$ cat src/rtl/emcl_pkg.sv
// Shared types, codes and reset tables for the engine map cell logger.
package emcl_pkg;

  localparam int unsigned IDX_W = 4;
  localparam int unsigned VAL_W = 16;

  typedef enum logic [2:0] {
    CMD_LOAD_ROW = 3'd0,
    CMD_LOAD_COL = 3'd1,
    CMD_PEAK     = 3'd2,
    CMD_AVG      = 3'd3,
    CMD_CLEAR    = 3'd4,
    CMD_READ     = 3'd5
  } cmd_e;

  typedef enum logic [2:0] {
    OP_PASS,
    OP_PEAK,
    OP_AVG,
    OP_CLEAR,
    OP_READ
  } op_e;

  typedef enum logic {
    BK_IDLE,
    BK_EXEC
  } bk_state_e;

  typedef struct packed {
    logic [2:0]              command;
    logic [7:0]              throttle;
    logic [15:0]             engine_speed;
    logic signed [VAL_W-1:0] sample;
    logic [IDX_W-1:0]        row_index;
    logic [IDX_W-1:0]        column_index;
    logic [7:0]              breakpoint;
  } in_t;

  typedef struct packed {
    logic                    hit;
    logic [IDX_W-1:0]        row_found;
    logic [IDX_W-1:0]        column_found;
    logic signed [VAL_W-1:0] cell_value;
    logic                    cell_valid;
  } out_t;

  // work handed from the front to the back through the queue
  typedef struct packed {
    op_e                     op;
    logic                    hit;
    logic [IDX_W-1:0]        row;
    logic [IDX_W-1:0]        col;
    logic signed [VAL_W-1:0] sample;
  } job_t;

  function automatic logic [7:0] def_row_brk(input int i);
    logic [7:0] v;
    case (i)
      0:       v = 8'd0;
      1:       v = 8'd4;
      2:       v = 8'd8;
      3:       v = 8'd15;
      4:       v = 8'd20;
      5:       v = 8'd27;
      6:       v = 8'd35;
      7:       v = 8'd50;
      8:       v = 8'd70;
      9:       v = 8'd85;
      default: v = 8'd100;
    endcase
    return v;
  endfunction

  function automatic logic [7:0] def_col_brk(input int i);
    logic [7:0] v;
    case (i)
      0:       v = 8'd0;
      1:       v = 8'd20;
      2:       v = 8'd40;
      3:       v = 8'd55;
      4:       v = 8'd70;
      5:       v = 8'd80;
      6:       v = 8'd90;
      7:       v = 8'd100;
      8:       v = 8'd110;
      9:       v = 8'd120;
      10:      v = 8'd130;
      11:      v = 8'd140;
      12:      v = 8'd150;
      13:      v = 8'd160;
      14:      v = 8'd165;
      default: v = 8'd180;
    endcase
    return v;
  endfunction

endpackage

$ cat src/rtl/emcl_fifo.sv
// Two-entry job queue between the front and the back.
module emcl_fifo import emcl_pkg::*; (
  input  logic clk_i,
  input  logic rst_ni,
  input  logic push_i,
  input  job_t job_i,
  input  logic pop_i,
  output job_t head_o,
  output logic full_o,
  output logic empty_o
);

  job_t       mem_q [2];
  logic       wr_ptr_q, rd_ptr_q;
  logic [1:0] count_q;

  assign head_o  = mem_q[rd_ptr_q];
  assign full_o  = (count_q == 2'd2);
  assign empty_o = (count_q == 2'd0);

  always_ff @(posedge clk_i) begin
    if (push_i) begin
      mem_q[wr_ptr_q] <= job_i;
    end
  end

  always_ff @(posedge clk_i or negedge rst_ni) begin
    if (!rst_ni) begin
      wr_ptr_q <= 1'b0;
      rd_ptr_q <= 1'b0;
      count_q  <= 2'd0;
    end else begin
      if (push_i) begin
        wr_ptr_q <= !wr_ptr_q;
      end
      if (pop_i) begin
        rd_ptr_q <= !rd_ptr_q;
      end
      case ({push_i, pop_i})
        2'b10:   count_q <= count_q + 2'd1;
        2'b01:   count_q <= count_q - 2'd1;
        default: count_q <= count_q;
      endcase
    end
  end

`ifndef NO_ASSERTIONS
  a_no_overflow: assert property (@(posedge clk_i) disable iff (!rst_ni)
    !(push_i && full_o)) else $error("job queue overflow");
  a_no_underflow: assert property (@(posedge clk_i) disable iff (!rst_ni)
    !(pop_i && empty_o)) else $error("job queue underflow");
  a_count_step: assert property (@(posedge clk_i) disable iff (!rst_ni)
    (push_i && !pop_i) |=> (count_q == $past(count_q) + 2'd1))
    else $error("job queue count out of step");
`endif

endmodule

$ cat config.mk
export PLATFORM = sky130hd
export DESIGN_NAME = emcl_fifo
export DESIGN_NICKNAME = d
export VERILOG_FILES = /design/src/rtl/emcl_pkg.sv /design/src/rtl/emcl_fifo.sv
export SDC_FILE = /design/constraint.sdc
export NUM_CORES = 1
export LEC_CHECK = 0
export BUFFER_PORTS_ARGS = -buffer_cell sky130_fd_sc_hd__buf_4
export CAP_MARGIN = 20
export CORE_MARGIN = 2
export CORE_UTILIZATION = 46
export DETAILED_ROUTE_END_ITERATION = 6
export PLACE_DENSITY = 0.84
export REMOVE_ABC_BUFFERS = 1
export SETUP_SLACK_MARGIN = 0.3
export SLEW_MARGIN = 20
export SYNTH_ARGS = -nofsm -noshare
export SYNTH_HDL_FRONTEND = slang
export SYNTH_SLANG_ARGS = --single-unit
$ cat constraint.sdc
create_clock -name clk_i -period 1.9 [get_ports clk_i]
set_input_delay 0.095 -clock clk_i [delete_from_list [all_inputs] [get_ports clk_i]]
set_output_delay 0.095 -clock clk_i [all_outputs]
set_load 0.01 [all_outputs]
## Yosys cells after proc, flatten, opt, wreduce, memory -nomap -nowiden

Memories as Yosys holds them, arrays and structs flattened.
Index checks and enable logic that the tools add are counted.

| storage, ports and cells | value |
|---|---|
| register bits | 4 |
| memory bits (writable) | 56 |
| bits of input ports | 32 |
| output and inout bits | 30 |
| logic and storage cells | 16 |
| memories | 1 |

Memory list:

| memory | words | width | rd ports | clocked after memory_dff | wr ports | line | source |
|---|---|---|---|---|---|---|---|
| mem_q | 2 | 28 | 1 | 0 | 1 | emcl_fifo.sv:13 | `job_t mem_q [2];` |

| cells by class | value |
|---|---|
| $add $sub $neg | 2 |
| eq/ne operators | 3 |
| muxes and demuxes | 3 |
| reductions and logical operators | 4 |

Operator list:

| cell | number |
|---|---|
| $eq A2 B2 Y1 const B | 2 |
| $pmux W2 S2 | 1 |
| $add A2 B1 Y2 const B | 1 |
| $eq A2 B1 Y1 const B | 1 |
| $logic_not A1 Y1 | 2 |
| $logic_not A2 Y1 | 1 |
| $mux W1 | 2 |
| $reduce_bool A2 Y1 | 1 |
| $sub A2 B1 Y2 const B | 1 |

## Longest topological paths before layout

| logic depth | value |
|---|---|
| depth after elaboration | 2 |
| mapped depth | 5 |
| gate-level depth less buffers | 5 |

## Least setup slack after synthesis

No wires, ideal clock.

| timing | value |
|---|---|
| kind | register to register |
| from | register wr_ptr_q |
| to | memory mem_q[0][0] (netlist bit) (enable) |
| setup time | 413 ps |
| arrival | 1594 ps |
| required time | 1487 ps |
| slack | -107 ps |
| cell stages (with the launch flop) | 2 |
| path buffers | 0 |
| period minus slack after synthesis | 2007 ps |
| path through | dfrtp_1 nor2_1 |

RTL lines:

| what | line | source |
|---|---|---|
| from (decl) | emcl_fifo.sv:14 | `logic wr_ptr_q, rd_ptr_q;` |
| from (signal assigned) | emcl_fifo.sv:34 | `wr_ptr_q <= !wr_ptr_q;` |
| to (decl) | emcl_fifo.sv:13 |  |

No word-level cell before the write port.

==> impl_metrics.toml <==
[outcome]
status = "completed"

[worst_setup_path]
crit_path_start_kind = "register"
arrival_ps = 1430
reg2regPathDepth = 2
cp_data_required_time_ps = 1800
worstSetupEndpointType = "primary output"
path_max_fanout = 21
path_class = "reg2out"

[logic_synthesis]
synth_ff_type = "edfxtp_1"
synth_most_common_cell = "edfxtp_1"
synth-compound-area-share_pct = 0
synth_mux_area_share_pct = 15.67
syn_avg_cell_area_sq_um = 21.87
synth_edf_count = 56
yosys.area_share.simple_pct = 1.056
syn_inst = 103
synth_cell_types = 14
ys_top_cells_by_count = "56 x edfxtp_1, 18 x mux2_2, 10 x mux2_4"
synthXorXnorAreaFrac_pct = 1.944
synthAdderAreaFrac_pct = 0.5556
synth_seq_area_share_pct = 79.11
yosys.area.top_type = "edfxtp_1"
ys_warn_count = 0
synthTopCellsByArea = "edfxtp_1 75%, mux2_2 9.0%, mux2_4 6.7%, dfrtp_1 4.4%, xor2_1 1.2%"
async_flop_share_pct = 6.667
ys_ff_latch = 60
syn_area_sq_um = 2252
synth_top_area_share_pct = 74.67
synth_top_family_by_area = "multiplexers"

[timing]
fin_skew_ps = 5.482
slew_violations = 0
fin_crit_sh_pct = 80.14
timing.slew.headroom_pct = 80.15
tightest_slew_ps = 297.8
rsz0062_at_grt = "false"
period_needed_ps = 1523
final-setup-viol-count = 0
final_hold_viol_count = 0
max_freq_ghz = 0.6567

[clocking]
htree_levels = 3
cts_num_sinks = 60
cts-root-buf = "clkbuf_8"
clk_pin_slew_worst_paths_ps = 60
cts_buffer_depth = 2
cts_tree = "done"
clock_latency_ps = 320
post-cts-setup-buffers = 0
cts_buffers = 9

[power_and_ir_drop]
p_int_mw = 3.208
power_frac_seq_pct = 42.3
power_density_nw_per_um2 = 1330
switching_power_mw = 1.199
share_comb_of_total_power_pct = 34.0
clockPowerShare_pct = 23.7
vdd_ir_drop_max_uv = 1053
leakagePower_nw = 1.315
switching_share_pct = 27.21

[drt]
drt_first_iter_violations = 79
dr.pass1.iters = 4
routed_wl_microns = 4087
vias_per_cell = 4.591
ant_nets = 0
via_count = 1290
remaining_drc_errors = 0
wl_per_cell_microns = 14.54

[finish]
final_layout_size_suffix_gt1_share_pct = 50.93
num_antenna_cells = 0
instances_no_fill = 281
multi_input_comb_area_sq_um = 435.4
area_growth_pct = 47.11
n_fill_cell = 304
final_util_pct = 70.15
final_nets = 242
final_area_sq_um = 3313
seqCellArea_sq_um = 1782

[min_path]
min_path_type = "in2async"

[die]
std_cell_rows = 25
die_h_microns = 73.97
ios = 62
core-area_sq_um = 4723
start_util_pct = 47.68
die-area_sq_um = 5472
die_x_microns = 73.97

[placed_design]
io_buffers = 61
dp.cells = 234
place_area_sq_um = 2808
hpwl_microns = 2569
gp_congestion = 0.6733

[global_route]
grt_util_all_layers_pct = 16.11
grt_max_degree = 22
antenna_found_initial = 0
grt_pass1_wl_microns = 6279
grt_pass1_vias = 1366
overflow = 0

[flow_run]
max_cap_violations = 0
==> per-layer routing <==
metal | GRT usage (%) | vias up | wire length (microns)
met3 | 6.504 | 10 | 242
met2 | 27.48 | 54 | 2131
met1 | 17.54 | 618 | 1642
li1 | - | 608 | -
met5 | 0 | - | 0
met4 | 7.677 | 0 | 70
==> registers in the layout (all words and copies together) (netlist names) <==
| signal | flops |
|---|---|
| mem_q | 56 |
| count_q | 2 |
| rd_ptr_q | 1 |
| wr_ptr_q | 1 |
==> per-stage QoR <==
stage	setup TNS [ps]	setup WS (ps)	total power, mW	hold WS (ps)
after floorplan	-3001	-107.2	2.654	-200.6
after global placement	0	651.5	3.255	-108.2
after detailed placement	0	615.6	3.310	-104.7
after CTS	0	328.5	4.430	90.92
after global routing	0	323.5	4.622	85.68
final	0	377.3	4.407	107.7
==> path summary, 6_finish.rpt <==
| check | slack [ps] | startpoint | end |
|---|---|---|---|
| worst max-delay path | 380 | rd_ptr_q$_DFFE_PN0P_ | head_o[24] |
| worst min-delay path | 110 | rst_ni | count_q[1]$_DFFE_PN0P_ |
| worst max register to register | 710 | wr_ptr_q$_DFFE_PN0P_ | mem_q[1][9]$_DFFE_PP_ |
| worst min register to register | 500 | count_q[1]$_DFFE_PN0P_ | count_q[1]$_DFFE_PN0P_ |
| max in group asynchronous | 1690 | rst_ni | wr_ptr_q$_DFFE_PN0P_ |
| min in group clk_i | 500 | count_q[1]$_DFFE_PN0P_ | count_q[1]$_DFFE_PN0P_ |
==> layout by cell type (no fill, tap or decap) <==
cell / instances
inv_1: 1
mux2_4: 10
dlygate4sd3_1: 31
clkinv_1: 2
buf_12: 1
clkinvlp_4: 1
dfrtp_1: 4
clkbuf_1: 1
xnor2_1: 2
nor2_2: 1
buf_4: 66
xor2_1: 3
and2_1: 1
clkinv_2: 2
mux2_2: 18
clkbuf_8: 9
nor2_1: 2
nor2b_1: 1
ha_1: 1
edfxtp_1: 56
bufinv_16: 1
==> critical path, stage by stage, from the launching register on <==
cell	delay [ps]
dfrtp_1	390
buf_12	190
mux2_2	370
buf_4	150
==> layout make-up <==
type	count	share of cell area (%)
multi-input cells	39	13.14
inverters	1	0.1133
clock inverters	6	1.662
well taps	67	2.530
flip-flops and latches	60	53.78
clock buffers	10	3.852
repair buffers	98	24.92
==> power by group through the flow <==
stage / registers [mW] / logic, mW / clock network (mW)
floorplan: 1.95 / 0.700 / 0
global placement: 1.86 / 1.39 / 0
detailed placement: 1.88 / 1.43 / 0
CTS: 1.86 / 1.49 / 1.08
global route: 1.89 / 1.61 / 1.13
finish: 1.86 / 1.50 / 1.05
==> logic make-up (layout without fill, tap and decap cells) <==
group         after synthesis  count (layout)
mux                        28              28
fa+ha+maj                   1               1
buf+inv                     4             115
simple gates                5               5
xor+xnor                    5               5
flops                      60              60
==> timing repair <==
item,4_1_cts,5_1_grt
hold buffers,31,0
resized for setup,1,2
setup endpoints to repair,11,8
endpoints found under the hold margin,62,0
No activity file was read; power rests on OpenSTA's default activity.
