### src/rtl/emcl_pkg.sv
// Shared types, codes and reset tables for the engine map cell logger.
package emcl_pkg;

  localparam int unsigned IDX_W = 4;
  localparam int unsigned VAL_W = 16;

  typedef enum logic [2:0] {
    CMD_LOAD_ROW = 3'd0,
    CMD_LOAD_COL = 3'd1,
    CMD_PEAK     = 3'd2,
    CMD_AVG      = 3'd3,
    CMD_CLEAR    = 3'd4,
    CMD_READ     = 3'd5
  } cmd_e;

  typedef enum logic [2:0] {
    OP_PASS,
    OP_PEAK,
    OP_AVG,
    OP_CLEAR,
    OP_READ
  } op_e;

  typedef enum logic {
    BK_IDLE,
    BK_EXEC
  } bk_state_e;

  typedef struct packed {
    logic [2:0]              command;
    logic [7:0]              throttle;
    logic [15:0]             engine_speed;
    logic signed [VAL_W-1:0] sample;
    logic [IDX_W-1:0]        row_index;
    logic [IDX_W-1:0]        column_index;
    logic [7:0]              breakpoint;
  } in_t;

  typedef struct packed {
    logic                    hit;
    logic [IDX_W-1:0]        row_found;
    logic [IDX_W-1:0]        column_found;
    logic signed [VAL_W-1:0] cell_value;
    logic                    cell_valid;
  } out_t;

  // work handed from the front to the back through the queue
  typedef struct packed {
    op_e                     op;
    logic                    hit;
    logic [IDX_W-1:0]        row;
    logic [IDX_W-1:0]        col;
    logic signed [VAL_W-1:0] sample;
  } job_t;

  function automatic logic [7:0] def_row_brk(input int i);
    logic [7:0] v;
    case (i)
      0:       v = 8'd0;
      1:       v = 8'd4;
      2:       v = 8'd8;
      3:       v = 8'd15;
      4:       v = 8'd20;
      5:       v = 8'd27;
      6:       v = 8'd35;
      7:       v = 8'd50;
      8:       v = 8'd70;
      9:       v = 8'd85;
      default: v = 8'd100;
    endcase
    return v;
  endfunction

  function automatic logic [7:0] def_col_brk(input int i);
    logic [7:0] v;
    case (i)
      0:       v = 8'd0;
      1:       v = 8'd20;
      2:       v = 8'd40;
      3:       v = 8'd55;
      4:       v = 8'd70;
      5:       v = 8'd80;
      6:       v = 8'd90;
      7:       v = 8'd100;
      8:       v = 8'd110;
      9:       v = 8'd120;
      10:      v = 8'd130;
      11:      v = 8'd140;
      12:      v = 8'd150;
      13:      v = 8'd160;
      14:      v = 8'd165;
      default: v = 8'd180;
    endcase
    return v;
  endfunction

endpackage

### src/rtl/emcl_back.sv
// Back end: cell memory, fill flags and the read-modify-write of each job.
module emcl_back import emcl_pkg::*; #(
  parameter int unsigned ROWS    = 11,
  parameter int unsigned COLUMNS = 16
) (
  input  logic clk_i,
  input  logic rst_ni,
  input  job_t head_i,
  input  logic empty_i,
  output logic pop_o,
  output logic done_o,
  output out_t result_o
);

  localparam int unsigned CELLS = ROWS * COLUMNS;
  localparam int unsigned AW    = $clog2(CELLS);

  function automatic logic [AW-1:0] cell_addr(input logic [IDX_W-1:0] r,
                                              input logic [IDX_W-1:0] c);
    return AW'(int'(r) * COLUMNS + int'(c));
  endfunction

  bk_state_e               state_q, state_d;
  job_t                    job_q;
  logic signed [VAL_W-1:0] cell_mem [CELLS];
  logic signed [VAL_W-1:0] rd_q;
  logic [CELLS-1:0]        filled_q;
  out_t                    result_q, result_d;
  logic                    done_q, done_d;

  logic [AW-1:0]           rd_addr, ex_addr;
  logic                    old_ok;
  logic signed [VAL_W:0]   sum;
  logic signed [VAL_W-1:0] new_val;
  logic                    mem_we, fill_set, fill_clr;

  assign rd_addr  = cell_addr(head_i.row, head_i.col);
  assign ex_addr  = cell_addr(job_q.row, job_q.col);
  assign old_ok   = filled_q[ex_addr];
  assign sum      = {rd_q[VAL_W-1], rd_q} + {job_q.sample[VAL_W-1], job_q.sample};
  assign done_o   = done_q;
  assign result_o = result_q;

  // empty cell takes the sample as is; average rounds toward minus infinity
  always_comb begin
    new_val = job_q.sample;
    if (old_ok) begin
      if (job_q.op == OP_PEAK) begin
        new_val = (rd_q > job_q.sample) ? rd_q : job_q.sample;
      end else begin
        new_val = sum[VAL_W:1];
      end
    end
  end

  always_comb begin
    state_d  = state_q;
    pop_o    = 1'b0;
    done_d   = 1'b0;
    result_d = result_q;
    mem_we   = 1'b0;
    fill_set = 1'b0;
    fill_clr = 1'b0;
    case (state_q)
      BK_IDLE: begin
        if (!empty_i) begin
          pop_o = 1'b1;
          if (head_i.op == OP_PASS) begin
            done_d                = 1'b1;
            result_d.hit          = head_i.hit;
            result_d.row_found    = head_i.row;
            result_d.column_found = head_i.col;
            result_d.cell_value   = '0;
            result_d.cell_valid   = 1'b0;
          end else begin
            state_d = BK_EXEC;
          end
        end
      end
      BK_EXEC: begin
        state_d               = BK_IDLE;
        done_d                = 1'b1;
        result_d.hit          = job_q.hit;
        result_d.row_found    = job_q.row;
        result_d.column_found = job_q.col;
        result_d.cell_value   = '0;
        result_d.cell_valid   = 1'b0;
        case (job_q.op)
          OP_PEAK, OP_AVG: begin
            mem_we              = 1'b1;
            fill_set            = 1'b1;
            result_d.cell_value = new_val;
            result_d.cell_valid = 1'b1;
          end
          OP_CLEAR: begin
            fill_clr = 1'b1;
          end
          OP_READ: begin
            if (old_ok) begin
              result_d.cell_value = rd_q;
              result_d.cell_valid = 1'b1;
            end
          end
          default: begin
          end
        endcase
      end
      default: begin
        state_d = BK_IDLE;
      end
    endcase
  end

  always_ff @(posedge clk_i) begin
    if (mem_we) begin
      cell_mem[ex_addr] <= new_val;
    end
    rd_q <= cell_mem[rd_addr];
  end

  always_ff @(posedge clk_i) begin
    if (pop_o) begin
      job_q <= head_i;
    end
    result_q <= result_d;
  end

  always_ff @(posedge clk_i or negedge rst_ni) begin
    if (!rst_ni) begin
      state_q  <= BK_IDLE;
      done_q   <= 1'b0;
      filled_q <= '0;
    end else begin
      state_q <= state_d;
      done_q  <= done_d;
      if (fill_set) begin
        filled_q[ex_addr] <= 1'b1;
      end
      if (fill_clr) begin
        filled_q[ex_addr] <= 1'b0;
      end
    end
  end

`ifndef NO_ASSERTIONS
  a_pop_idle: assert property (@(posedge clk_i) disable iff (!rst_ni)
    pop_o |-> (state_q == BK_IDLE)) else $error("job taken while busy");
  a_exec_once: assert property (@(posedge clk_i) disable iff (!rst_ni)
    (state_q == BK_EXEC) |=> (state_q == BK_IDLE && done_q))
    else $error("cell job did not finish in one cycle");
  a_done_cause: assert property (@(posedge clk_i) disable iff (!rst_ni)
    done_q |-> $past(pop_o || state_q == BK_EXEC))
    else $error("result beat without a job");
`endif

endmodule

### config.mk
export PLATFORM = sky130hd
export DESIGN_NAME = emcl_back
export DESIGN_NICKNAME = d
export VERILOG_FILES = /design/src/rtl/emcl_pkg.sv /design/src/rtl/emcl_back.sv
export SDC_FILE = /design/constraint.sdc
export NUM_CORES = 2
export LEC_CHECK = 0
export BUFFER_PORTS_ARGS = -buffer_cell sky130_fd_sc_hd__buf_2
export CORE_ASPECT_RATIO = 1.25
export CORE_MARGIN = 1
export CORE_UTILIZATION = 51
export DETAILED_ROUTE_END_ITERATION = 7
export GPL_TIMING_DRIVEN = 0
export PLACE_DENSITY = 0.66
export SLEW_MARGIN = 15
export SYNTH_ARGS = -nofsm -noshare
export SYNTH_HDL_FRONTEND = slang
export SYNTH_SLANG_ARGS = --single-unit
### constraint.sdc
create_clock -name clk_i -period 20.1 [get_ports clk_i]
set_clock_uncertainty 0.1 [all_clocks]
set_input_delay 4.02 -clock clk_i [delete_from_list [all_inputs] [get_ports clk_i]]
set_output_delay 4.02 -clock clk_i [all_outputs]
set_load 0.02 [all_outputs]
**Yosys cells after proc, flatten, opt, wreduce, memory -nomap -nowiden**

Memories as Yosys holds them, arrays and structs flattened. A register that Yosys moved wholly into a read port is not among the register bits.
Index checks and enable logic that the tools add are counted.
Widths: inputs -> output; s select.

- Add/sub/neg operators: 3
- $mul: 0
- Div/mod/pow operators: 0
- Order comparisons: 3
- Eq/ne operators: 6
- Shift operators: 0
- Mux-type cells: 28
- Bitwise gates (word level): 4
- Reductions and logical operators: 4

Operators with widths:

| operator | number |
|---|---|
| $mux 176 | 2 |
| $and 176x176->176 | 1 |
| $not 176->176 | 1 |
| $or 176x176->176 | 1 |
| $mux 26 | 2 |
| $pmux 26 s2 | 1 |
| $mux 16 | 3 |
| $pmux 17 s2 | 1 |
| $add 16x16->17 | 1 |
| $mux 17 | 1 |
| $add 8x4->8 | 2 |
| $gt 16x16->1 | 1 |
| $mux 1 | 14 |
| $lt 8x9->1 const B | 1 |
| $bmux 1 s8 | 1 |
| $demux 1 s8 | 1 |
| $ge 8x1->1 const B | 1 |
| $eq 3x2->1 const B | 2 |
| $ne 2x2->1 const B | 2 |
| $pmux 1 s2 | 2 |
| $eq 3x1->1 const B | 1 |
| $eq 3x3->1 const B | 1 |
| $logic_not 3->1 | 1 |
| $reduce_and 2->1 | 1 |
| 3 further kinds | 3 |

- Flip-flop bits (word level): 232
- Bits in latches: 0
- Bits in writable memories: 2816
- Bits in read-only memories: 0
- Input bits: 31
- Output and inout bits: 28
- Logic and storage cells: 62
- Memories: 1

Memory list:

| name | words | bits a word | rd ports | clocked after Yosys merged registers in | write ports | line | text |
|---|---|---|---|---|---|---|---|
| cell_mem | 176 | 16 | 1 | 1 | 1 | emcl_back.sv:25 | `logic signed [VAL_W-1:0] cell_mem [CELLS];` |

**Depth between registers and ports, before layout**

- Depth after elaboration: 9
- Gate-level depth with buffers: 14
- Mapped depth without buffers: 10

**Worst setup path before layout**

OpenSTA, ideal clock, no wires.

- Path kind: register to register
- Start point: register job_q[14] in the netlist's numbering
- End point: memory cell_mem[0][14] (data pin)
- Setup time: 1629 ps
- Arrival: 9708 ps
- Required time: 18371 ps
- Slack: 8663 ps
- Stages on the path, launching flop included: 14
- Path buffers: 4
- Clock period less this slack: 11437 ps
- Cells stage by stage: edfxtp_1 > inv_1 > ha_1 > clkbuf_1 > nand4_1 > nor4_1 > a21boi_0 > o311ai_0 > and2_1 > buf_1 > a22o_1 > buf_2 > buf_2 > a21boi_0

- Cells in the longest elaborated chain, start to end: 4
- Elaborated cells between the ends (all ways): 5
- Those cells by class: 1 x add/sub; 1 x order compare; 3 x mux

RTL lines:

| element | line | text |
|---|---|---|
| start: declaration | emcl_back.sv:24 | `job_t job_q;` |
| start signal: assignment | emcl_back.sv:123 | `job_q <= head_i;` |
| $gt 16x16->1 | emcl_back.sv:49 | `new_val = (rd_q > job_q.sample) ? rd_q : job_q.sample;` |
| $mux 16 | emcl_back.sv:49 |  |
| $mux 16 | emcl_back.sv:48 | `if (job_q.op == OP_PEAK) begin` |
| $mux 16 (*) | emcl_back.sv:47 | `if (old_ok) begin` |
| net new_val[14] | emcl_back.sv:34 | `logic signed [VAL_W-1:0] new_val;` |
| end: declaration | emcl_back.sv:25 |  |

The timed path passes the listed nets; every way through them passes the cells marked *.

**Final worst setup path**

- Start point: input port empty_i
- End point: output port pop_o

- Cells in the longest elaborated chain, start to end: 2

RTL lines:

| element | line | text |
|---|---|---|
| start: declaration | emcl_back.sv:9 | `input logic empty_i,` |
| $mux 1 | emcl_back.sv:66 | `if (!empty_i) begin` |
| $mux 1 | emcl_back.sv:64 | `case (state_q)` |
| end: declaration | emcl_back.sv:10 | `output logic pop_o,` |

No other way between the ends.

==> flow_summary.json <==
{
  "yosys_warnings": 0,
  "synth_compound_area_share_pct": 1.67,
  "vias": 58700,
  "synth_nets": 5304,
  "cp-end-kind": "output port",
  "period_share_pct": 45.5,
  "critPathMaxFanout": 15,
  "register_area_um2": 91000,
  "post_drt_wl_per_cell_um": 35.2,
  "postCtsSetupBuffers": 0,
  "gp_congestion": 0.948,
  "timing.fmax_ghz": 0.109,
  "numCtsBuffers": 298,
  "antenna_found_initial": 21,
  "nets": 5885,
  "synth-simple-area-share_pct": 1.74,
  "path_class": "in -> out",
  "yosysMostFrequentCell": "edfxtp_1",
  "synthCells": 5240,
  "syn_area_um2": 119000,
  "cts_buffer_depth": 4,
  "ys_ff_latch": 3064,
  "power_density_nw_per_um2": 101,
  "yosys.area.top_type": "edfxtp_1",
  "cp_data_required_time_ns": 15.98,
  "ant_nets": 0,
  "min_period_ns": 9.15,
  "ys_types": 62,
  "drive_gt1_share_pct": 33.2,
  "synthAdderAreaFrac_pct": 0.353,
  "r2r_slack_ns": 13.30,
  "grt_overflow": 0,
  "dieHeight_um": 542,
  "die-area_um2": 236000,
  "synth.mux.area_fraction_pct": 18.7,
  "ir_drop_v": 0.0000760,
  "drc": 0,
  "clk_pin_slew_ns": 0.06,
  "chipWidth_um": 434,
  "cp.arrival_ns": 5.03,
  "cts_tree": "built",
  "post_cts_resized": 0,
  "grt_pass1_wl_mm": 453,
  "min_path_type": "reg -> reg",
  "postCtsHoldBufs": 0,
  "synth_edf_count": 2870,
  "coreArea_um2": 233000,
  "syn_avg_cell_area_um2": 22.7,
  "grt_util_all_layers_pct": 27.7,
  "setup_viol": 0,
  "start_util_pct": 51.2,
  "grt_max_degree": 105,
  "synth_top_area_share_pct": 72.3,
  "nFillCells": 16300,
  "synth_xor_xnor_area_share_pct": 0.0588,
  "async_flop_share_pct": 5.81,
  "area_growth_pct": 15.0,
  "routed_wl_mm": 323,
  "start_kind": "input port",
  "synth_top_family_by_area": "multiplexers",
  "multi_input_area_um2": 27900,
  "synthTopCellsByCount": "2870 x edfxtp_1, 963 x mux4_2, 341 x nor2_1, 178 x dfrtp_1, 171 x clkbuf_1",
  "setup_tns_ns": 0,
  "cts-root-buf": "clkbuf_16",
  "htree_levels": 5,
  "vias_per_cell": 6.41,
  "drv_slew": 0,
  "grt_pass1_vias": 59800,
  "ys.flop_type": "edfxtp_1",
  "maxCapViolations": 0,
  "cts_sinks": 3064,
  "status": "completed",
  "drt_iter0_drc": 7299,
  "rsz0062_at_grt": "false",
  "yosys-top-cells-area": "edfxtp_1 72%, mux4_2 18%, dfrtp_1 3.7%",
  "ios": 59,
  "drtPass1Iterations": 6,
  "tightest_slew_ns": 1.37,
  "rows": 198,
  "yosysSeqAreaShare_pct": 76.3,
  "finalHoldViolCount": 0,
  "detailed_place_hpwl_mm": 225,
  "slew_headroom_pct": 8.42,
  "p_leak_nw": 43.7,
  "holdWs_ns": 0.388,
  "insertion_delay_ns": 0.87,
  "io_buffers": 58
}
## layout by cell type, fill, tap and decap left out, types with 31 or more instances in the layout
cell type	n
mux4_2	963
buf_1	33
clkinv_1	52
clkinv_2	51
o22a_1	49
clkbuf_16	304
buf_6	122
nor2_4	75
nor2_1	158
edfxtp_1	2870
nand2_1	45
inv_1	31
ha_1	32
a21oi_1	148
buf_2	130
buf_8	67
mux2i_1	34
nor2_2	108
dfrtp_1	178
clkbuf_1	204
## final timing paths
check                      cells past startpoint              end    startpoint
setup / recovery                               3            pop_o       empty_i
hold / removal                                 1     filled_q[30]  filled_q[30]
setup reg to reg                              14  cell_mem[86][6]     job_q[18]
hold reg to reg                                1     filled_q[30]  filled_q[30]
max in group asynchronous                      2     filled_q[27]        rst_ni
min in group asynchronous                      1           done_o        rst_ni
## through the flow
stage               util [%]  instances  area (µm²)  worst slack (ns)  total power [mW]
global placement        53.0       8398      123000            -0.929              8.52
floorplan                  -       5240      119000              8.66              7.99
finish                  58.9       9160      137000             10.95              13.9
CTS                     58.9       9150      137000             10.97              13.9
global route            58.9       9157      137000             10.95              14.2
detailed placement      54.8       8619      128000             10.91              8.50
## cell families after synthesis
kind of cell | after synthesis
AOI/OAI and AO/OA | 302
xor gates and xnor gates | 8
adders and majority gates | 33
buffers and inverters | 318
DFF | 3064
muxes | 1023
and+or+nand+nor | 492
## registers in the layout (all words and copies together) (netlist names)
| register | count |
|---|---|
| cell_mem | 2816 |
| filled_q | 176 |
| job_q | 28 |
| result_o | 26 |
| rd_q | 16 |
| done_o | 1 |
| state_q | 1 |
## power breakdown
group	internal, mW	total [mW]	switching [mW]	leakage (nW)
Clock	3.11	5.50	2.39	4.62
Combinational	0.386	1.14	0.753	10.7
Sequential	7.20	7.23	0.0267	28.4
## metal layers
metal / track usage (%) / up-vias / routed length, µm
li1: - / 23400 / -
met4: 13.8 / 10 / 18100
met3: 5.28 / 670 / 25900
met1: 36.0 / 31700 / 118000
met2: 45.0 / 2880 / 160000
met5: 0.457 / - / 214
## critical path, cell delays in order
cell and delay (ns):
buf_2 0.13, nor2_4 0.58, buf_2 0.29
## layout make-up
| type | instances | share of cell area, % |
|---|---|---|
| plain buffers | 287 | 0.912 |
| inverters | 31 | 0.0849 |
| multi-input cells | 1858 | 20.3 |
| clock inverters | 157 | 1.06 |
| repair buffers | 281 | 2.55 |
| well taps | 3100 | 2.83 |
| flip-flops and latches | 3064 | 66.4 |
| clock buffers | 374 | 5.83 |
| diodes | 8 | 0.0146 |
Note: power is estimated with default switching activity, not from simulation.
