## config.mk

```make
export PLATFORM = sky130hd
export DESIGN_NAME = emcl_front
export DESIGN_NICKNAME = d
export VERILOG_FILES = /design/src/rtl/emcl_pkg.sv /design/src/rtl/emcl_front.sv
export SDC_FILE = /design/constraint.sdc
export NUM_CORES = 1
export LEC_CHECK = 0
export ABC_AREA = 1
export BUFFER_PORTS_ARGS = -buffer_cell sky130_fd_sc_hd__buf_2
export CELL_PAD_IN_SITES_DETAIL_PLACEMENT = 1
export CELL_PAD_IN_SITES_GLOBAL_PLACEMENT = 2
export CORE_ASPECT_RATIO = 0.6
export CORE_MARGIN = 2
export CORE_UTILIZATION = 36
export DETAILED_ROUTE_END_ITERATION = 12
export GPL_TIMING_DRIVEN = 0
export HOLD_SLACK_MARGIN = 0.06
export PLACE_DENSITY = 0.81
export SLEW_MARGIN = 5
export SYNTH_ARGS = -nofsm -noshare
export SYNTH_HDL_FRONTEND = slang
export SYNTH_SLANG_ARGS = --single-unit
```

## constraint.sdc

```tcl
create_clock -name clk_i -period 7.1 [get_ports clk_i]
set_clock_uncertainty 0.15 [all_clocks]
set_input_delay 0.71 -clock clk_i [delete_from_list [all_inputs] [get_ports clk_i]]
set_output_delay 0.71 -clock clk_i [all_outputs]
set_load 0.05 [all_outputs]
```

## src/rtl/emcl_pkg.sv

```systemverilog
// Shared types, codes and reset tables for the engine map cell logger.
package emcl_pkg;

  localparam int unsigned IDX_W = 4;
  localparam int unsigned VAL_W = 16;

  typedef enum logic [2:0] {
    CMD_LOAD_ROW = 3'd0,
    CMD_LOAD_COL = 3'd1,
    CMD_PEAK     = 3'd2,
    CMD_AVG      = 3'd3,
    CMD_CLEAR    = 3'd4,
    CMD_READ     = 3'd5
  } cmd_e;

  typedef enum logic [2:0] {
    OP_PASS,
    OP_PEAK,
    OP_AVG,
    OP_CLEAR,
    OP_READ
  } op_e;

  typedef enum logic {
    BK_IDLE,
    BK_EXEC
  } bk_state_e;

  typedef struct packed {
    logic [2:0]              command;
    logic [7:0]              throttle;
    logic [15:0]             engine_speed;
    logic signed [VAL_W-1:0] sample;
    logic [IDX_W-1:0]        row_index;
    logic [IDX_W-1:0]        column_index;
    logic [7:0]              breakpoint;
  } in_t;

  typedef struct packed {
    logic                    hit;
    logic [IDX_W-1:0]        row_found;
    logic [IDX_W-1:0]        column_found;
    logic signed [VAL_W-1:0] cell_value;
    logic                    cell_valid;
  } out_t;

  // work handed from the front to the back through the queue
  typedef struct packed {
    op_e                     op;
    logic                    hit;
    logic [IDX_W-1:0]        row;
    logic [IDX_W-1:0]        col;
    logic signed [VAL_W-1:0] sample;
  } job_t;

  function automatic logic [7:0] def_row_brk(input int i);
    logic [7:0] v;
    case (i)
      0:       v = 8'd0;
      1:       v = 8'd4;
      2:       v = 8'd8;
      3:       v = 8'd15;
      4:       v = 8'd20;
      5:       v = 8'd27;
      6:       v = 8'd35;
      7:       v = 8'd50;
      8:       v = 8'd70;
      9:       v = 8'd85;
      default: v = 8'd100;
    endcase
    return v;
  endfunction

  function automatic logic [7:0] def_col_brk(input int i);
    logic [7:0] v;
    case (i)
      0:       v = 8'd0;
      1:       v = 8'd20;
      2:       v = 8'd40;
      3:       v = 8'd55;
      4:       v = 8'd70;
      5:       v = 8'd80;
      6:       v = 8'd90;
      7:       v = 8'd100;
      8:       v = 8'd110;
      9:       v = 8'd120;
      10:      v = 8'd130;
      11:      v = 8'd140;
      12:      v = 8'd150;
      13:      v = 8'd160;
      14:      v = 8'd165;
      default: v = 8'd180;
    endcase
    return v;
  endfunction

endpackage

```

## src/rtl/emcl_front.sv

```systemverilog
// Front end: takes commands, holds breakpoints, finds the cell, issues jobs.
module emcl_front import emcl_pkg::*; #(
  parameter int unsigned ROWS    = 11,
  parameter int unsigned COLUMNS = 16
) (
  input  logic clk_i,
  input  logic rst_ni,
  input  logic start_i,
  input  in_t  item_i,
  input  logic single_row_i,
  input  logic full_i,
  output logic busy_o,
  output logic push_o,
  output job_t job_o
);

  localparam int unsigned RIW = (ROWS > 1) ? $clog2(ROWS) : 1;
  localparam int unsigned CIW = (COLUMNS > 1) ? $clog2(COLUMNS) : 1;

  in_t        stage_q;
  logic       stage_vld_q, stage_vld_d;
  logic [7:0] row_brk_q [ROWS];
  logic [7:0] col_brk_q [COLUMNS];

  logic [15:0]      col_bnd [COLUMNS];
  logic             row_hit, col_hit;
  logic [IDX_W-1:0] row_sel, col_sel;
  logic             row_in, col_in;
  logic             row_we, col_we;

  assign busy_o = stage_vld_q;
  assign push_o = stage_vld_q && !full_i;

  assign row_in = ({1'b0, stage_q.row_index} < (IDX_W + 1)'(ROWS));
  assign col_in = ({1'b0, stage_q.column_index} < (IDX_W + 1)'(COLUMNS));

  // row search: last breakpoint catches everything above it
  always_comb begin
    row_hit = 1'b0;
    row_sel = '0;
    if (single_row_i) begin
      row_hit = 1'b1;
    end else if (stage_q.throttle >= row_brk_q[ROWS-1]) begin
      row_hit = 1'b1;
      row_sel = IDX_W'(ROWS - 1);
    end else begin
      for (int i = ROWS - 2; i >= 0; i--) begin
        if (stage_q.throttle >= row_brk_q[i] && stage_q.throttle <= row_brk_q[i+1]) begin
          row_hit = 1'b1;
          row_sel = IDX_W'(i);
        end
      end
    end
  end

  // column breakpoints are in hundreds of rpm
  always_comb begin
    for (int i = 0; i < COLUMNS; i++) begin
      col_bnd[i] = {8'h00, col_brk_q[i]} * 16'd100;
    end
    col_hit = 1'b0;
    col_sel = '0;
    if (stage_q.engine_speed >= col_bnd[COLUMNS-1]) begin
      col_hit = 1'b1;
      col_sel = IDX_W'(COLUMNS - 1);
    end else begin
      for (int i = COLUMNS - 2; i >= 0; i--) begin
        if (stage_q.engine_speed >= col_bnd[i] && stage_q.engine_speed <= col_bnd[i+1]) begin
          col_hit = 1'b1;
          col_sel = IDX_W'(i);
        end
      end
    end
  end

  always_comb begin
    job_o        = '0;
    job_o.op     = OP_PASS;
    job_o.sample = stage_q.sample;
    row_we       = 1'b0;
    col_we       = 1'b0;
    case (cmd_e'(stage_q.command))
      CMD_LOAD_ROW: begin
        job_o.row = stage_q.row_index;
        job_o.col = stage_q.column_index;
        job_o.hit = row_in;
        row_we    = row_in && !single_row_i;
      end
      CMD_LOAD_COL: begin
        job_o.row = stage_q.row_index;
        job_o.col = stage_q.column_index;
        job_o.hit = col_in;
        col_we    = col_in;
      end
      CMD_PEAK, CMD_AVG: begin
        if (row_hit && col_hit) begin
          job_o.op  = (cmd_e'(stage_q.command) == CMD_PEAK) ? OP_PEAK : OP_AVG;
          job_o.hit = 1'b1;
          job_o.row = row_sel;
          job_o.col = col_sel;
        end
      end
      CMD_CLEAR, CMD_READ: begin
        job_o.row = stage_q.row_index;
        job_o.col = stage_q.column_index;
        if (row_in && col_in) begin
          job_o.op  = (cmd_e'(stage_q.command) == CMD_CLEAR) ? OP_CLEAR : OP_READ;
          job_o.hit = 1'b1;
        end
      end
      default: begin
      end
    endcase
  end

  always_comb begin
    stage_vld_d = stage_vld_q;
    if (push_o) begin
      stage_vld_d = 1'b0;
    end
    if (start_i && !stage_vld_q) begin
      stage_vld_d = 1'b1;
    end
  end

  always_ff @(posedge clk_i) begin
    if (start_i && !stage_vld_q) begin
      stage_q <= item_i;
    end
  end

  always_ff @(posedge clk_i or negedge rst_ni) begin
    if (!rst_ni) begin
      stage_vld_q <= 1'b0;
      for (int i = 0; i < ROWS; i++) begin
        row_brk_q[i] <= def_row_brk(i);
      end
      for (int i = 0; i < COLUMNS; i++) begin
        col_brk_q[i] <= def_col_brk(i);
      end
    end else begin
      stage_vld_q <= stage_vld_d;
      if (push_o && row_we) begin
        row_brk_q[stage_q.row_index[RIW-1:0]] <= stage_q.breakpoint;
      end
      if (push_o && col_we) begin
        col_brk_q[stage_q.column_index[CIW-1:0]] <= stage_q.breakpoint;
      end
    end
  end

endmodule

```

# Word-level counts from Yosys, hierarchy flattened
# Cells that the tools add are included.
# Widths: inputs -> output; s select.
# word_totals
word_cells	227
regBits	276
inputBits	64
output_inout_bits	30
# classes
eq_ne	5
bitwise	2
n_reduce_logical	40
magnitude_cmp	57
mux	72
multipliers	16
# ops
cell	count
$ge 16x15->1	16
$le 16x15->1	15
$mul 8x5->13 const B	16
$bwmux 128	1
$mux 4	29
$bwmux 88	1
$ge 8x8->1	11
$le 8x8->1	10
$demux 8 s4	2
$pmux 9 s4	1
$logic_and 1x1->1	33
$mux 1	32
$mux 8	2
$mux 11	1
$ge 5x5->1 const B	2
$lt 5x1->1 const B	2
$not 4->5	2
$eq 3x2->1 const B	2
$eq 3x3->1 const B	2
$pmux 3 s2	1
$lt 4x4->1 const B	1
$reduce_or 2->1	2
$eq 3x1->1 const B	1
$logic_not 1->1	3
4 further kinds	4

# Logic depth before layout (Yosys ltp)
# Gate-level depths: netlist of the first run.
# depth
depth_word	22
depth_mapped	39
depth_no_buf	39

# Worst setup path after synthesis of the first run
# Ideal clock, no wire load.
# synth_path
path_type	reg2out
startpoint	reg col_brk_q[66] (netlist bit)
endpoint	out job_o[25] (netlist bit)
path_stages_with_launch	28
t_required_ps	6240
path_buffers	0
t_arrival_ps	5164
path_slack_ps	1076
cell_sequence	dfstp_2 > ha_1 > ha_1 > inv_1 > fa_1 > inv_1 > ha_1 > nand2_1 > o21ai_0 > a21oi_1 > o21ai_0 > a21o_1 > a21oi_1 > xor2_1 > ha_1 > nand2_2 > nor2_2 > inv_1 > or4_4 > nand3_1 > nand2_1 > nand2_1 > nor2_1 > nand2_2 > nor2_4 > nor2_8 > nand2_1 > a21oi_1
# synth_lines
element	line	text
start: declaration	emcl_front.sv:23	logic [7:0] col_brk_q [COLUMNS];
start signal: indexed assignment	emcl_front.sv:139	col_brk_q[i] <= def_col_brk(i);
start signal: indexed assignment	emcl_front.sv:147	col_brk_q[stage_q.column_index[CIW-1:0]] <= stage_q.breakpoint;
end: declaration	emcl_front.sv:14	output job_t job_o

==> impl_metrics.toml, run 1 <==
[outcome]
status = "complete, no violations"

[synth]
syn_area_um2 = 27630
synth_edf_count = 59
seq_area_frac_synth_pct = 26.42
async_flop_share_pct = 78.62
syn_avg_cell_area_um2 = 8.682
yosys-top-cells-count = "ha_1, nand2_1, inv_1"
synth_top_cell_area_share_pct = 34.15
synth_cell_type_count = 49
yosysWarnings = 0
synth_cells = 3182
synth_largest_area_cell = "ha_1"
ys_ff_latch = 276
synth.area.top_cells = "ha_1, dfrtp_1, nand2_1"
synth_nets = 4048
ys.flop_type = "dfrtp_1"
yosysMostFrequentCell = "ha_1"

[sta]
rsz0062_at_grt = "yes"
fin_crit_sh_pct = 95.46
relSlewSlack_pct = 4.001
fin_crit_ps = 6778
finalHoldViolCount = 0
setup-tns-final_ps = 0
tightest_slew_ps = 1440
fin_ws_ps = 322.3
slew_viol_final = 0
finalSetupViolations = 0
fmax_ghz = 0.1475

[layout]
fin_util_pct = 41.50
fin_nets = 4204
regArea_um2 = 7303
drive_above_1_share_pct = 11.27
fill_cells = 8998
multi_input_area_um2 = 18670
instances_no_fill = 4363
syn_to_final_growth_pct = 13.77

[route]
ant_nets = 0
drc_errors = 0
drt-initial-drc-count = 1107
wl_per_cell_um = 19.40
drt_wl_total_mm = 84.63
via_per_inst = 5.079
firstDrtPassIters = 5
via_count = 22160

[place]
place_congestion = 0.7997
post-place-ws_ps = 324.8
dp.final_hpwl_mm = 65.78
dp_cells = 4295
numPortBuffers = 93

[critical_path]
slowest_delay_ps = 590
critPathArrivalTime_ps = 5920
crit_top_cell = "ha_1"
cp_slowest_cell = "dfstp_2"
path_class = "reg2out"
start_kind = "flop"
critPathCaptureType = "primary output"
path_max_fanout = 5
cp.required_ps = 6240

[power]
total_power_mw = 5.094
cellPowerDensity_nw_per_um2 = 162.1
ir_drop_mv = 0.1784
p_leak_nw = 15.97

[cts]
clk_pin_slew_ps = 70
cts_sinks = 276
clk_latency_ps = 620
clock-root-buffer = "clkbuf_16"
cts_tree = "built"
cts_buffers = 30
cts_buffer_depth = 3
htree_levels = 1

[global_routing]
antenna_found_initial = 4
grt_pass1_wl_mm = 130.5
grt_pass1_vias = 22300
overflow = 0
grt_max_degree = 90
track_usage_pct = 21.29

[flow_run]
maxCapViolCount = 0

[floorplanning]
rows = 78
die_area_um2 = 79040
core_um2 = 75730
die_h_um = 218.6
pin_count = 94
die_w_um = 361.6
start_util_pct = 36.48

[hold_path]
hold_class = "in2reg"
==> per-stage QoR <==
stage | cell area (um^2) | hold slack [ps]
6_report | 31430 | 111.3
5_1_grt | 31430 | 92.70
4_1_cts | 30930 | 84.00
3_5_place_dp | 29840 | 323.0
3_3_place_gp | 29340 | 315.5
2_1_floorplan | 27630 | 264.4
==> final timing paths <==
kind | from | endpoint | cells after the start | slack [ps]
min in group asynchronous | rst_ni | col_brk_q[102] | 2 | 540
worst min-delay path | item_i[17] | job_o[1] | 1 | 110
worst min register to register | row_brk_q[23] | row_brk_q[23] | 2 | 340
worst max-delay path | col_brk_q[107] | job_o[22] | 26 | 320
max in group asynchronous | rst_ni | row_brk_q[32] | 4 | 4950
worst max register to register | stage_q[13] | row_brk_q[38] | 10 | 4070
==> registers in the layout, indices dropped and copies added, names as in the netlist <==
| signal | cells |
|---|---|
| job_o | 16 |
| busy_o | 1 |
| row_brk_q | 88 |
| col_brk_q | 128 |
| stage_q | 43 |
==> kinds of logic (layout without fill, tap and decap cells) <==
kind of cell	count (synthesis)	count (layout)	synth area share [%]
buffers and inverters	541	720	7.691
XOR/XNOR	128	128	4.058
flip-flops	276	276	26.42
AO/OA/AOI/OAI	583	583	11.30
AND/OR/NAND/NOR	852	853	12.90
other	0	1	0
adder cells (fa/ha/maj)	802	802	37.63
==> routing by layer <==
layer	GRT usage [%]	routed length [um]	share of wire, %	up-vias
met5	0	0	0	-
met3	2.527	3386	4.0	77
met1	32.76	44560	53	10700
li1	-	-	-	11070
met4	3.681	1551	1.8	0
met2	31.90	35140	42	317
==> worst max-delay path: cells and delay by family (launching register included) <==
family | cells | cell delay, ps
AND/OR/NAND/NOR | 9 | 1380
AO/OA/AOI/OAI | 8 | 1310
buffers and inverters | 3 | 280
flip-flops | 1 | 590
adder cells (fa/ha/maj) | 5 | 1670
XOR/XNOR | 1 | 90
==> repair_timing <==
| action | in CTS | in global routing |
|---|---|---|
| hold buffers | 1 | 0 |
| endpoints found under the hold margin | 41 | 0 |
| gates resized for setup | 18 | 111 |
| cloned | 0 | 1 |
| buffers inserted | 1 | 8 |
| endpoints found under the setup margin | 11 | 11 |
| pin swaps | 1 | 38 |
==> placed cells by master (no fill, tap or decap), types with 30 or more instances in the layout <==
master     netlist  routed
a21oi_1        218     198
buf_2            4      86
buf_4           17      31
clkbuf_1        42      48
clkbuf_16        0      30
dfrtp_1        140     136
dfstp_2         77      77
edfxtp_1        59      59
fa_1            48      46
ha_1           754     742
inv_1          473     471
nand2_1        550     537
nand3_1         62      57
nand4_1         52      52
nor2_1         143     130
o21ai_0        293     272
xnor2_1         35      34
xor2_1          93      91
==> where the power goes <==
group / internal, mW / switching, mW
clock: 0.909 / 0.750
sequential: 1.73 / 0.131
combinational: 0.618 / 0.955
total: 3.26 / 1.84
==> layout make-up <==
cell class              instances  area share (%)
diodes                          1        0.007962
plain buffers                  67           1.091
clock buffers                  37           2.504
clock inverters                19          0.6887
inverters                     474           5.669
multi-input cells            2366           59.40
flip-flops and latches        276           23.24
well taps                    1000           3.981
repair buffers                123           3.420
Power figures use the tool's default switching activity.
==> run 2, diff against run 1 <==
--- a/config.mk
+++ b/config.mk
@@ -11,11 +11,11 @@
 export CELL_PAD_IN_SITES_GLOBAL_PLACEMENT = 2
 export CORE_ASPECT_RATIO = 0.6
 export CORE_MARGIN = 2
-export CORE_UTILIZATION = 36
+export CORE_UTILIZATION = 40
 export DETAILED_ROUTE_END_ITERATION = 12
 export GPL_TIMING_DRIVEN = 0
 export HOLD_SLACK_MARGIN = 0.06
-export PLACE_DENSITY = 0.81
+export PLACE_DENSITY = 0.88
 export SLEW_MARGIN = 5
 export SYNTH_ARGS = -nofsm -noshare
 export SYNTH_HDL_FRONTEND = slang
==> impl_metrics.toml, run 2 (synthesized netlist as in run 1, its figures left out) <==
[critical_path]
path_class = "reg2out"
start_kind = "flop"
critPathArrivalTime_ps = 5920
cp_slowest_cell = "dfstp_2"
critPathCaptureType = "primary output"
cp.required_ps = 6240
path_max_fanout = 5
slowest_delay_ps = 590

[power]
p_leak_nw = 15.96
cellPowerDensity_nw_per_um2 = 162.1
ir_drop_mv = 0.2053

[floorplanning]
die_w_um = 343.3
start_util_pct = 40.54
pin_count = 94
rows = 74
die_area_um2 = 71250
core_um2 = 68150
die_h_um = 207.6

[cts]
cts_tree = "built"
htree_levels = 1
cts_buffer_depth = 3
clk_latency_ps = 620
clock-root-buffer = "clkbuf_16"
cts_sinks = 276
cts_buffers = 30
clk_pin_slew_ps = 70

[sta]
fin_crit_ps = 6778
fin_ws_ps = 322.2
relSlewSlack_pct = 8.874
fmax_ghz = 0.1475
fin_crit_sh_pct = 95.46
finalHoldViolCount = 0
finalSetupViolations = 0
tightest_slew_ps = 1367
slew_viol_final = 0

[global_routing]
grt_pass1_wl_mm = 130.9
grt_max_degree = 109
antenna_found_initial = 2
track_usage_pct = 23.67
overflow = 0
grt_pass1_vias = 22870

[layout]
drive_above_1_share_pct = 11.03
top_regs = "col_brk_q: 128 flops, row_brk_q: 88 flops, stage_q: 43 flops"
final_common_cell = "ha_1"
regArea_um2 = 7302
instances_no_fill = 4270
postLayoutCellArea_um2 = 31280
fin_nets = 4198
multi_input_area_um2 = 18670
fin_util_pct = 45.90
fill_cells = 8137
largest_reg_flops = 128
final_cell_mix = "ha_1, nand2_1, inv_1"
syn_to_final_growth_pct = 13.23
regMostFlops = "col_brk_q"

[outcome]
status = "complete, no violations"

[route]
drt_wl_total_mm = 84.91
via_per_inst = 5.257
ant_nets = 0
drc_errors = 0
wl_per_cell_um = 19.89
via_count = 22450
firstDrtPassIters = 5
drt-initial-drc-count = 1206

[place]
numPortBuffers = 93
dp_cells = 4205
place_congestion = 0.8275
place_area_um2 = 29740
post-place-ws_ps = 13.84
dp.final_hpwl_mm = 65.54

[flow_run]
maxCapViolCount = 0

[hold_path]
hold_class = "in2reg"
==> run 2: cell types whose count changed in the layout (fill, tap and decap cells not counted), sizes merged <==
cell      before  now
buf          145  140
diode          1    2
clkinvlp       2    3
bufinv         3    2
clkbuf        81   80
==> run 2: area by class of cell <==
| class | instances | share of cell area [%] |
|---|---|---|
| Timing Repair Buffer | 117 | 3.296 |
| Clock buffer | 37 | 2.548 |
| Inverter | 474 | 5.696 |
| Clock inverter | 19 | 0.6680 |
| Buffer | 67 | 1.096 |
| Antenna cell | 2 | 0.01600 |
| Multi-Input combinational cell | 2366 | 59.69 |
| Sequential cell | 276 | 23.34 |
| Tap cell | 912 | 3.648 |
==> run 2: worst max-delay path: cells and delay by family, from the launching register on <==
family,cells,cell delay (ps)
XOR/XNOR,1,280
AND/OR/NAND/NOR,14,1760
AO/OA/AOI/OAI,5,750
adder cells (fa/ha/maj),5,1580
flip-flops,1,590
buffers and inverters,3,300
==> run 2: power breakdown <==
| group | internal [mW] | switching (mW) |
|---|---|---|
| Clock | 0.887 | 0.748 |
| Combinational | 0.614 | 0.958 |
| Sequential | 1.73 | 0.134 |
| Total | 3.23 | 1.84 |
==> run 2: repair_timing <==
item	4_1_cts	5_1_grt
endpoints found under the setup margin	11	11
resized for setup	13	110
hold endpoints to repair	20	0
hold buffers	1	0
cloned	0	1
buffers inserted	0	5
pin swaps	1	47
==> run 2: stage by stage <==
step / TNS (ps) / total power [mW] / hold slack [ps]
2_1_floorplan: 0 / 2.864 / 264.4
3_3_place_gp: 0 / 3.287 / 315.8
3_5_place_dp: 0 / 3.389 / 322.7
4_1_cts: 0 / 5.064 / 80.24
5_1_grt: -73.93 / 5.414 / 83.68
6_report: 0 / 5.072 / 109.0
==> run 2: path summary, 6_finish.rpt <==
check / cells past startpoint / startpoint / to / slack (ps)
max in group asynchronous: 4 / rst_ni / col_brk_q[38] / 5040
hold reg to reg: 2 / row_brk_q[51] / row_brk_q[51] / 330
setup / recovery: 28 / col_brk_q[4] / job_o[18] / 320
setup reg to reg: 6 / stage_q[8] / col_brk_q[119] / 3960
min in group asynchronous: 2 / rst_ni / col_brk_q[118] / 410
hold / removal: 1 / item_i[54] / stage_q[54] / 110
==> run 2: layer usage <==
| metal | global-route usage (%) | up-vias | share of wire, % |
|---|---|---|---|
| met5 | 0 | - | 0 |
| met4 | 4.683 | 0 | 2.2 |
| met3 | 4.231 | 87 | 5.6 |
| met2 | 34.76 | 420 | 41 |
| met1 | 36.01 | 10900 | 51 |
| li1 | - | 11040 | - |
